===== src/design/bba_pkg.sv =====
// ============================================================================
// bba_pkg
// Shared widths, request opcodes and response status codes for the
// free-block bitmap allocator.
// ============================================================================
`default_nettype none

package bba_pkg;

  // Field widths
  localparam int OP_W   = 2;
  localparam int BN_W   = 10;
  localparam int CNT_W  = 11;
  localparam int ST_W   = 2;
  localparam int BASE_W = 12;

  // Block count after reset
  localparam logic [CNT_W-1:0] CNT_RESET = 11'd1024;

  // Shift used by the reciprocal multiply that splits a block number
  // into word index and bit index
  localparam int RECIP_SHIFT = 17;

  // Request opcodes
  localparam logic [OP_W-1:0] OP_QUERY = 2'd0;
  localparam logic [OP_W-1:0] OP_FREE  = 2'd1;
  localparam logic [OP_W-1:0] OP_MARK  = 2'd2;
  localparam logic [OP_W-1:0] OP_ALLOC = 2'd3;

  // Response status codes
  localparam logic [ST_W-1:0] ST_OK       = 2'd0;
  localparam logic [ST_W-1:0] ST_NO_SPACE = 2'd1;
  localparam logic [ST_W-1:0] ST_ZERO     = 2'd2;
  localparam logic [ST_W-1:0] ST_RANGE    = 2'd3;

endpackage

`default_nettype wire


===== src/design/bba_if.sv =====
// ============================================================================
// bba_if
// Request and response channels of the block bitmap allocator, each a
// valid/ready handshake with its payload.
// ============================================================================
`default_nettype none

interface bba_req_if;
  import bba_pkg::*;

  logic            valid;
  logic            ready;
  logic [OP_W-1:0] opcode;
  logic [BN_W-1:0] block_number;

  modport source (output valid, output opcode, output block_number, input ready);
  modport sink   (input valid, input opcode, input block_number, output ready);
endinterface

interface bba_rsp_if;
  import bba_pkg::*;

  logic            valid;
  logic            ready;
  logic [ST_W-1:0] status;
  logic            block_free;
  logic [BN_W-1:0] allocated_block;

  modport source (output valid, output status, output block_free,
                  output allocated_block, input ready);
  modport sink   (input valid, input status, input block_free,
                  input allocated_block, output ready);
endinterface

`default_nettype wire


===== src/design/block_bitmap_allocator_core.sv =====
// ============================================================================
// block_bitmap_allocator_core
// First-fit free-block bitmap held in one synchronous memory, one word per
// entry, with query, free, mark-used and allocate requests.
// ============================================================================
// Usage:
//   req carries one request (opcode, block_number); it is taken when
//   req.valid and req.ready are both high. One request is worked at a time.
//   rsp returns exactly one response per request from an output register,
//   so a new request is taken while the previous response still waits.
//   cfg_we/cfg_wdata write block_count; write it only while no request
//   is outstanding.
// Sequence (states after the request is taken):
//   free or mark-used rejected, or query out of range:      check, done
//   query, free or mark-used with a memory access:           check, read, modify, done
//   allocate: check, then scan with one bitmap word read per cycle and
//   a find-first-set inside the word, then done; rsp.valid is set from done.
// Reset: block_count returns to 1024 and a clearing pass writes every
//   bitmap word to zero (all blocks in use) with req.ready low.
// Stall: while rsp is held by the receiver, a finished response waits in
//   the work stage and no further request is taken until it moves.
// ============================================================================
`default_nettype none

module block_bitmap_allocator_core #(
  parameter int NUM_BLOCKS = 1024,
  parameter int WORD_BITS  = 32
) (
  input  logic                     clk,
  input  logic                     rst,
  input  logic                     cfg_we,
  input  logic [bba_pkg::CNT_W-1:0] cfg_wdata,
  bba_req_if.sink                  req,
  bba_rsp_if.source                rsp
);
  import bba_pkg::*;

  localparam int MAP_WORDS = (NUM_BLOCKS + WORD_BITS - 1) / WORD_BITS;
  localparam int AW        = (MAP_WORDS > 1) ? $clog2(MAP_WORDS) : 1;
  localparam int IW        = $clog2(WORD_BITS);
  localparam int RECIP     = ((1 << RECIP_SHIFT) + WORD_BITS - 1) / WORD_BITS;

  localparam logic [2:0] S_CLR   = 3'd0;
  localparam logic [2:0] S_IDLE  = 3'd1;
  localparam logic [2:0] S_CHECK = 3'd2;
  localparam logic [2:0] S_RD    = 3'd3;
  localparam logic [2:0] S_MOD   = 3'd4;
  localparam logic [2:0] S_SCAN  = 3'd5;
  localparam logic [2:0] S_DONE  = 3'd6;

  logic [2:0]           state;
  logic [CNT_W-1:0]     block_count;
  logic [OP_W-1:0]      op;
  logic [BN_W-1:0]      bnum;
  logic [BN_W-1:0]      quot;
  logic [IW-1:0]        bit_sel;
  logic [AW-1:0]        clr_addr;
  logic [AW-1:0]        scan_addr;
  logic [BASE_W-1:0]    scan_base;
  logic                 rd_pend;
  logic [AW-1:0]        rd_addr;
  logic [BASE_W-1:0]    rd_base;
  logic [WORD_BITS-1:0] rd_data;
  logic [ST_W-1:0]      res_status;
  logic                 res_free;
  logic [BN_W-1:0]      res_alloc;

  logic [WORD_BITS-1:0] map_mem [MAP_WORDS];

  logic [CNT_W-1:0]     lim;
  logic                 bn_out;
  logic                 scan_go;
  logic [BASE_W-1:0]    rem;
  logic [WORD_BITS-1:0] avail;
  logic                 hit;
  logic [IW-1:0]        ffs_idx;
  logic [WORD_BITS-1:0] sel_mask;
  logic [WORD_BITS-1:0] ffs_mask;
  logic                 mem_re;
  logic [AW-1:0]        mem_raddr;
  logic                 mem_we;
  logic [AW-1:0]        mem_waddr;
  logic [WORD_BITS-1:0] mem_wdata;
  logic                 rsp_free_slot;

  // Clamp the configured count to the capacity
  assign lim    = (32'(block_count) > NUM_BLOCKS) ? CNT_W'(NUM_BLOCKS) : block_count;
  assign bn_out = {1'b0, bnum} >= lim;

  assign scan_go       = scan_base < {1'b0, lim};
  assign rsp_free_slot = !rsp.valid || rsp.ready;
  assign req.ready     = (state == S_IDLE);

  // Keep only bits of the arriving word that lie below the count, then
  // pick the lowest free one
  assign rem = {1'b0, lim} - rd_base;

  always_comb begin
    for (int i = 0; i < WORD_BITS; i++) begin
      avail[i] = rd_data[i] && (BASE_W'(i) < rem);
    end
    ffs_idx = '0;
    for (int i = WORD_BITS - 1; i >= 0; i--) begin
      if (avail[i]) begin
        ffs_idx = IW'(i);
      end
    end
  end

  assign hit      = rd_pend && (|avail);
  assign ffs_mask = WORD_BITS'(1) << ffs_idx;
  assign sel_mask = WORD_BITS'(1) << bit_sel;

  // Steer the memory ports from the current state
  always_comb begin
    mem_re    = 1'b0;
    mem_raddr = scan_addr;
    mem_we    = 1'b0;
    mem_waddr = clr_addr;
    mem_wdata = '0;
    case (state)
      S_CLR: begin
        mem_we = 1'b1;
      end
      S_RD: begin
        mem_re    = 1'b1;
        mem_raddr = AW'(quot);
      end
      S_MOD: begin
        mem_waddr = AW'(quot);
        if (op == OP_FREE) begin
          mem_we    = 1'b1;
          mem_wdata = rd_data | sel_mask;
        end else if (op == OP_MARK) begin
          mem_we    = 1'b1;
          mem_wdata = rd_data & ~sel_mask;
        end
      end
      S_SCAN: begin
        if (hit) begin
          mem_we    = 1'b1;
          mem_waddr = rd_addr;
          mem_wdata = rd_data & ~ffs_mask;
        end else if (scan_go) begin
          mem_re = 1'b1;
        end
      end
      default: begin
      end
    endcase
  end

  // Bitmap memory with a registered read
  always_ff @(posedge clk) begin
    if (mem_we) begin
      map_mem[mem_waddr] <= mem_wdata;
    end
    if (mem_re) begin
      rd_data <= map_mem[mem_raddr];
    end
  end

  // Block count register
  always_ff @(posedge clk) begin
    if (rst) begin
      block_count <= CNT_RESET;
    end else if (cfg_we) begin
      block_count <= cfg_wdata;
    end
  end

  // Request sequencer
  always_ff @(posedge clk) begin
    if (rst) begin
      state     <= S_CLR;
      clr_addr  <= '0;
      rd_pend   <= 1'b0;
      rsp.valid <= 1'b0;
    end else begin
      // Drop a taken response unless a new one replaces it this cycle
      if (rsp.ready && (state != S_DONE)) begin
        rsp.valid <= 1'b0;
      end
      case (state)
        S_CLR: begin
          clr_addr <= clr_addr + AW'(1);
          if (clr_addr == AW'(MAP_WORDS - 1)) begin
            state <= S_IDLE;
          end
        end
        S_IDLE: begin
          if (req.valid) begin
            op    <= req.opcode;
            bnum  <= req.block_number;
            state <= S_CHECK;
          end
        end
        S_CHECK: begin
          // Split the block number into word and bit by reciprocal multiply
          quot       <= BN_W'((32'(bnum) * RECIP) >> RECIP_SHIFT);
          res_free   <= 1'b0;
          res_alloc  <= '0;
          scan_addr  <= '0;
          scan_base  <= '0;
          rd_pend    <= 1'b0;
          if (op == OP_ALLOC) begin
            res_status <= ST_OK;
            state      <= S_SCAN;
          end else if (op == OP_QUERY) begin
            res_status <= ST_OK;
            state      <= bn_out ? S_DONE : S_RD;
          end else if (bnum == '0) begin
            res_status <= ST_ZERO;
            state      <= S_DONE;
          end else if (bn_out) begin
            res_status <= ST_RANGE;
            state      <= S_DONE;
          end else begin
            res_status <= ST_OK;
            state      <= S_RD;
          end
        end
        S_RD: begin
          bit_sel <= IW'(32'(bnum) - 32'(quot) * WORD_BITS);
          state   <= S_MOD;
        end
        S_MOD: begin
          if (op == OP_QUERY) begin
            res_free <= rd_data[bit_sel];
          end
          state <= S_DONE;
        end
        S_SCAN: begin
          if (hit) begin
            res_alloc <= BN_W'(rd_base + BASE_W'(ffs_idx));
            rd_pend   <= 1'b0;
            state     <= S_DONE;
          end else if (scan_go) begin
            // Issue the next word and advance
            rd_pend   <= 1'b1;
            rd_addr   <= scan_addr;
            rd_base   <= scan_base;
            scan_addr <= scan_addr + AW'(1);
            scan_base <= scan_base + BASE_W'(WORD_BITS);
          end else begin
            res_status <= ST_NO_SPACE;
            rd_pend    <= 1'b0;
            state      <= S_DONE;
          end
        end
        S_DONE: begin
          // Hand the response to the output register once it is free
          if (rsp_free_slot) begin
            rsp.valid           <= 1'b1;
            rsp.status          <= res_status;
            rsp.block_free      <= res_free;
            rsp.allocated_block <= res_alloc;
            state               <= S_IDLE;
          end
        end
        default: begin
          state <= S_IDLE;
        end
      endcase
    end
  end

endmodule

`default_nettype wire


===== src/flat_wrapper.sv =====
// flat-port wrapper written by rule: the top's interface ports become plain ports
module block_bitmap_allocator_core_flat import bba_pkg::*;
#(
  parameter int NUM_BLOCKS = 1024,
  parameter int WORD_BITS  = 32
)
  (clk, rst, cfg_we, cfg_wdata, req_valid, req_opcode, req_block_number, req_ready, rsp_valid, rsp_status, rsp_block_free, rsp_allocated_block, rsp_ready);
  bba_req_if req_i ();
  bba_rsp_if rsp_i ();
  input  logic clk;
  input  logic rst;
  input  logic cfg_we;
  input  logic [bba_pkg::CNT_W-1:0] cfg_wdata;
  input wire logic [$bits(req_i.valid)-1:0] req_valid;
  input wire logic [$bits(req_i.opcode)-1:0] req_opcode;
  input wire logic [$bits(req_i.block_number)-1:0] req_block_number;
  output wire logic [$bits(req_i.ready)-1:0] req_ready;
  output wire logic [$bits(rsp_i.valid)-1:0] rsp_valid;
  output wire logic [$bits(rsp_i.status)-1:0] rsp_status;
  output wire logic [$bits(rsp_i.block_free)-1:0] rsp_block_free;
  output wire logic [$bits(rsp_i.allocated_block)-1:0] rsp_allocated_block;
  input wire logic [$bits(rsp_i.ready)-1:0] rsp_ready;
  assign req_i.valid = req_valid;
  assign req_i.opcode = req_opcode;
  assign req_i.block_number = req_block_number;
  assign req_ready = req_i.ready;
  assign rsp_valid = rsp_i.valid;
  assign rsp_status = rsp_i.status;
  assign rsp_block_free = rsp_i.block_free;
  assign rsp_allocated_block = rsp_i.allocated_block;
  assign rsp_i.ready = rsp_ready;
  block_bitmap_allocator_core #(.NUM_BLOCKS(NUM_BLOCKS), .WORD_BITS(WORD_BITS)) u_core (.clk(clk), .rst(rst), .cfg_we(cfg_we), .cfg_wdata(cfg_wdata), .req(req_i), .rsp(rsp_i));
endmodule

===== config.mk =====
export PLATFORM = sky130hd
export DESIGN_NAME = block_bitmap_allocator_core_flat
export DESIGN_NICKNAME = d
export VERILOG_FILES = /design/src/design/bba_pkg.sv /design/src/design/bba_if.sv /design/src/design/block_bitmap_allocator_core.sv /design/src/flat_wrapper.sv
export SDC_FILE = /design/constraint.sdc
export NUM_CORES = 2
export LEC_CHECK = 0
export ABC_AREA = 1
export ABC_CLOCK_PERIOD_IN_PS = 6500
export BUFFER_PORTS_ARGS = -buffer_cell sky130_fd_sc_hd__clkbuf_2
export CAP_MARGIN = 5
export CELL_PAD_IN_SITES_DETAIL_PLACEMENT = 0
export CELL_PAD_IN_SITES_GLOBAL_PLACEMENT = 1
export CORE_MARGIN = 2
export CORE_UTILIZATION = 50
export DETAILED_ROUTE_END_ITERATION = 10
export PLACE_DENSITY = 0.82
export REMOVE_ABC_BUFFERS = 1
export SETUP_SLACK_MARGIN = 0.15
export SYNTH_ARGS = -nofsm -noshare
export SYNTH_HDL_FRONTEND = slang
export SYNTH_SLANG_ARGS = --single-unit

===== constraint.sdc =====
create_clock -name clk -period 6.5 [get_ports clk]
set_clock_uncertainty 0.2 [all_clocks]
set_input_delay 0.975 -clock clk [delete_from_list [all_inputs] [get_ports clk]]
set_output_delay 0.975 -clock clk [all_outputs]
set_load 0.03 [all_outputs]

==> results.cfg <==
[sta]
max_clock_freq_mhz = 173
slew_headroom_pct = 18.3
setup_violations = 0
worst_slew_pin_slew_ns = 1.22
setup-tns-final_ns = 0
drv_slew = 0
rsz0062_at_grt = no
final_hold_viol_count = 0
period_minus_slack_ns = 5.79
fin_crit_sh_pct = 89.0

[worst_setup_path]
crit_type = flip-flop to flip-flop
worst_ep_required_time_ns = 6.62
endpoint_kind = flip-flop
cp-start-kind = flip-flop
critPathSlowestCell = o22ai_1
startpoint = u_core.block_count[1]
worstReg2RegStart = u_core.block_count[1]
r2r_slack_ns = 0.71
critPathArrivalTime_ns = 5.91
crit_family = simple AND/OR/NAND/NOR gates
cp_num_buf_inv = 3
cp_max_fo = 23
path_common_cell = nand2_1
max_stage_delay_ns = 0.44

[synthesis]
syn_inst = 3726
synth_flop_cell = edfxtp_1
synth-warning-count = 0
yosysTopAreaCell = edfxtp_1
ys_seq_area_share_pct = 72.3
synth-seq-cells = 1149
synth_top_area_share_pct = 71.4
async_flop_share_pct = 0
syn_avg_cell_area_um2 = 12.7
synth_edf_count = 1128
synth_area_um2 = 47400
synth.distinct_cells = 54
yosys-top-cells-area = edfxtp_1 (71%), o21ai_0 (6.1%), nor2_1 (5.3%), o221ai_1 (3.7%), clkbuf_1 (1.9%)

[placement]
dpl_cell_area_um2 = 49900
port_buffers = 42
globalplace.congestion = 0.889
hpwl_um = 76700

[min_path]
hold_path.class = flip-flop to flip-flop
hold_start = u_core.res_alloc[1]

[power_and_ir_drop]
irDropWorstVdd_mv = 0.288
finalPower_mw = 16.1
cellLeakagePower_nw = 16.8
powerDensity_nw_per_um2 = 300

[drt]
post_drt_via_cell_ratio = 6.26
ant_nets = 0
drc = 0
routedWlPerCell_um = 25.6
postRouteWirelength_um = 131000
vias = 31900
drt_iter0_drc = 3902
first_pass_iters = 7

[global_routing]
antenna_found_initial = 1
grt_pass1_vias = 30100
overflow = 0
grt_usage_pct = 26.4
grt_pass1_wl_um = 194000
grt_max_degree = 162

[die]
initial_core_util_pct = 50.7
ios = 43
dieWidth_um = 312
die_y_um = 312
rows = 112
core_um2 = 93600
dieArea_um2 = 97300

[clock_network]
cts_tree = done
clock-sinks = 1149
cts-buffers-inserted = 110
clockRootBuffer = clkbuf_16
htreeDepth = 3
clkSlewWorstSetupHoldPaths_ns = 0.06
clkLatencyLatePin_ns = 0.69
clk_path_buf_depth = 3

[finish]
final_nets = 3810
final_area_um2 = 53600
syn2layout_area_growth_pct = 12.9
insertedDiodeCount = 0
drive_gt1_share_pct = 11.0
fin_util_pct = 57.2

[run]
drv_cap = 0

[status]
outcome = finished clean
-- per-stage QoR --
stage / worst slack [ns] / hold WS (ns) / cells
4_1_cts: 0.323 / 0.221 / 5087
5_1_grt: 0.159 / 0.227 / 5096
3_5_place_dp: 0.348 / 0.215 / 4883
2_1_floorplan: -12.65 / 0.200 / 3477
3_3_place_gp: 0.481 / 0.202 / 4883
6_report: 0.713 / 0.219 / 5096
-- logic make-up (layout without fill, tap and decap cells) --
group,Yosys count,count (layout),synth area share (%)
AOI/OAI and AO/OA,1100,1100,14.5
xor gates and xnor gates,3,3,0.0554
adders and majority gates,32,32,0.844
buffers and inverters,382,498,3.04
DFF,1149,1149,72.3
and+or+nand+nor,1060,1060,9.29
-- placed cells by master, fill, tap and decap left out, types with 41 or more instances in the layout --
master | synthesis | routed
buf_4 | 0 | 76
inv_1 | 110 | 109
o211ai_1 | 80 | 80
o21ai_0 | 578 | 577
nand2_1 | 220 | 216
clkbuf_2 | 0 | 42
buf_12 | 0 | 41
o22ai_1 | 62 | 62
nor2_1 | 672 | 638
a31oi_1 | 63 | 63
clkbuf_16 | 0 | 111
o221ai_1 | 202 | 202
a21oi_1 | 41 | 41
nand3_1 | 86 | 86
edfxtp_1 | 1128 | 1128
-- flip-flops by register name (all words and copies together), names as in the netlist --
register and count:
u_core.bnum 10, u_core.block_count 11, u_core.rsp.allocated_block 10, u_core.clr_addr 5, u_core.rd_addr 5, u_core.op 2, u_core.rd_data 32, u_core.rd_pend 1
u_core.scan_base 7, u_core.res_status 2, u_core.res_alloc 10, u_core.rsp.valid 1, u_core.bit_sel 5, u_core.quot 5, u_core.rsp.status 2, u_core.res_free 1
u_core.rsp.block_free 1, u_core.rd_base 7, u_core.map_mem 1024, u_core.state 3, u_core.scan_addr 5
-- worst paths after layout --
path,endpoint,cells after the start
worst max-delay path,u_core.map_mem[4][12],28
worst min-delay path,u_core.rsp.allocated_block[1],0
worst max register to register,u_core.map_mem[4][12],28
worst min register to register,u_core.rsp.allocated_block[1],0
-- report_power, final --
group | switching [mW] | internal (mW) | total (mW)
clock network | 2.74 | 3.56 | 6.30
registers | 0.106 | 8.60 | 8.70
logic | 0.821 | 0.241 | 1.06
-- Yosys cell counts, drive strengths merged, types with 2 or more instances --
library cell,number
o22ai,65
o311ai,3
o211ai,80
nand2,230
a311oi,7
nand3,94
o21bai,11
a31oi,63
a221oi,6
nor3,11
clkinv,9
clkbuf,239
o221ai,202
a21oi,41
nand4,26
nand3b,2
nor4,14
edfxtp,1128
o2111ai,2
buf,10
inv,124
nor2,680
a22oi,2
dfxtp,21
o211a,7
a211o,6
o21ai,597
xor2,2
ha,32
a211oi,3
-- final cells by class --
type                    count  area (µm²)
fillers                  7493       40100
flip-flops and latches   1149       34300
multi-input cells        2195       12000
clock buffers             128        2840
repair buffers            161        1620
well taps                1254        1570
clock inverters            76         684
inverters                 133         518
-- repair_timing --
action	in CTS	in global routing
buffers inserted	0	9
hold endpoints to repair	0	0
resized for setup	0	6
setup endpoints to repair	0	1032
hold buffers	0	0
-- per-layer routing --
| layer | up-vias | share of wire, % | GRT usage (%) |
|---|---|---|---|
| met5 | - | 0.010 | 0 |
| met4 | 2 | 2.7 | 7.99 |
| met3 | 172 | 9.0 | 4.53 |
| met2 | 1594 | 47 | 41.5 |
| met1 | 16000 | 42 | 37.9 |
| li1 | 14100 | - | - |
Power figures use the tool's default switching activity.
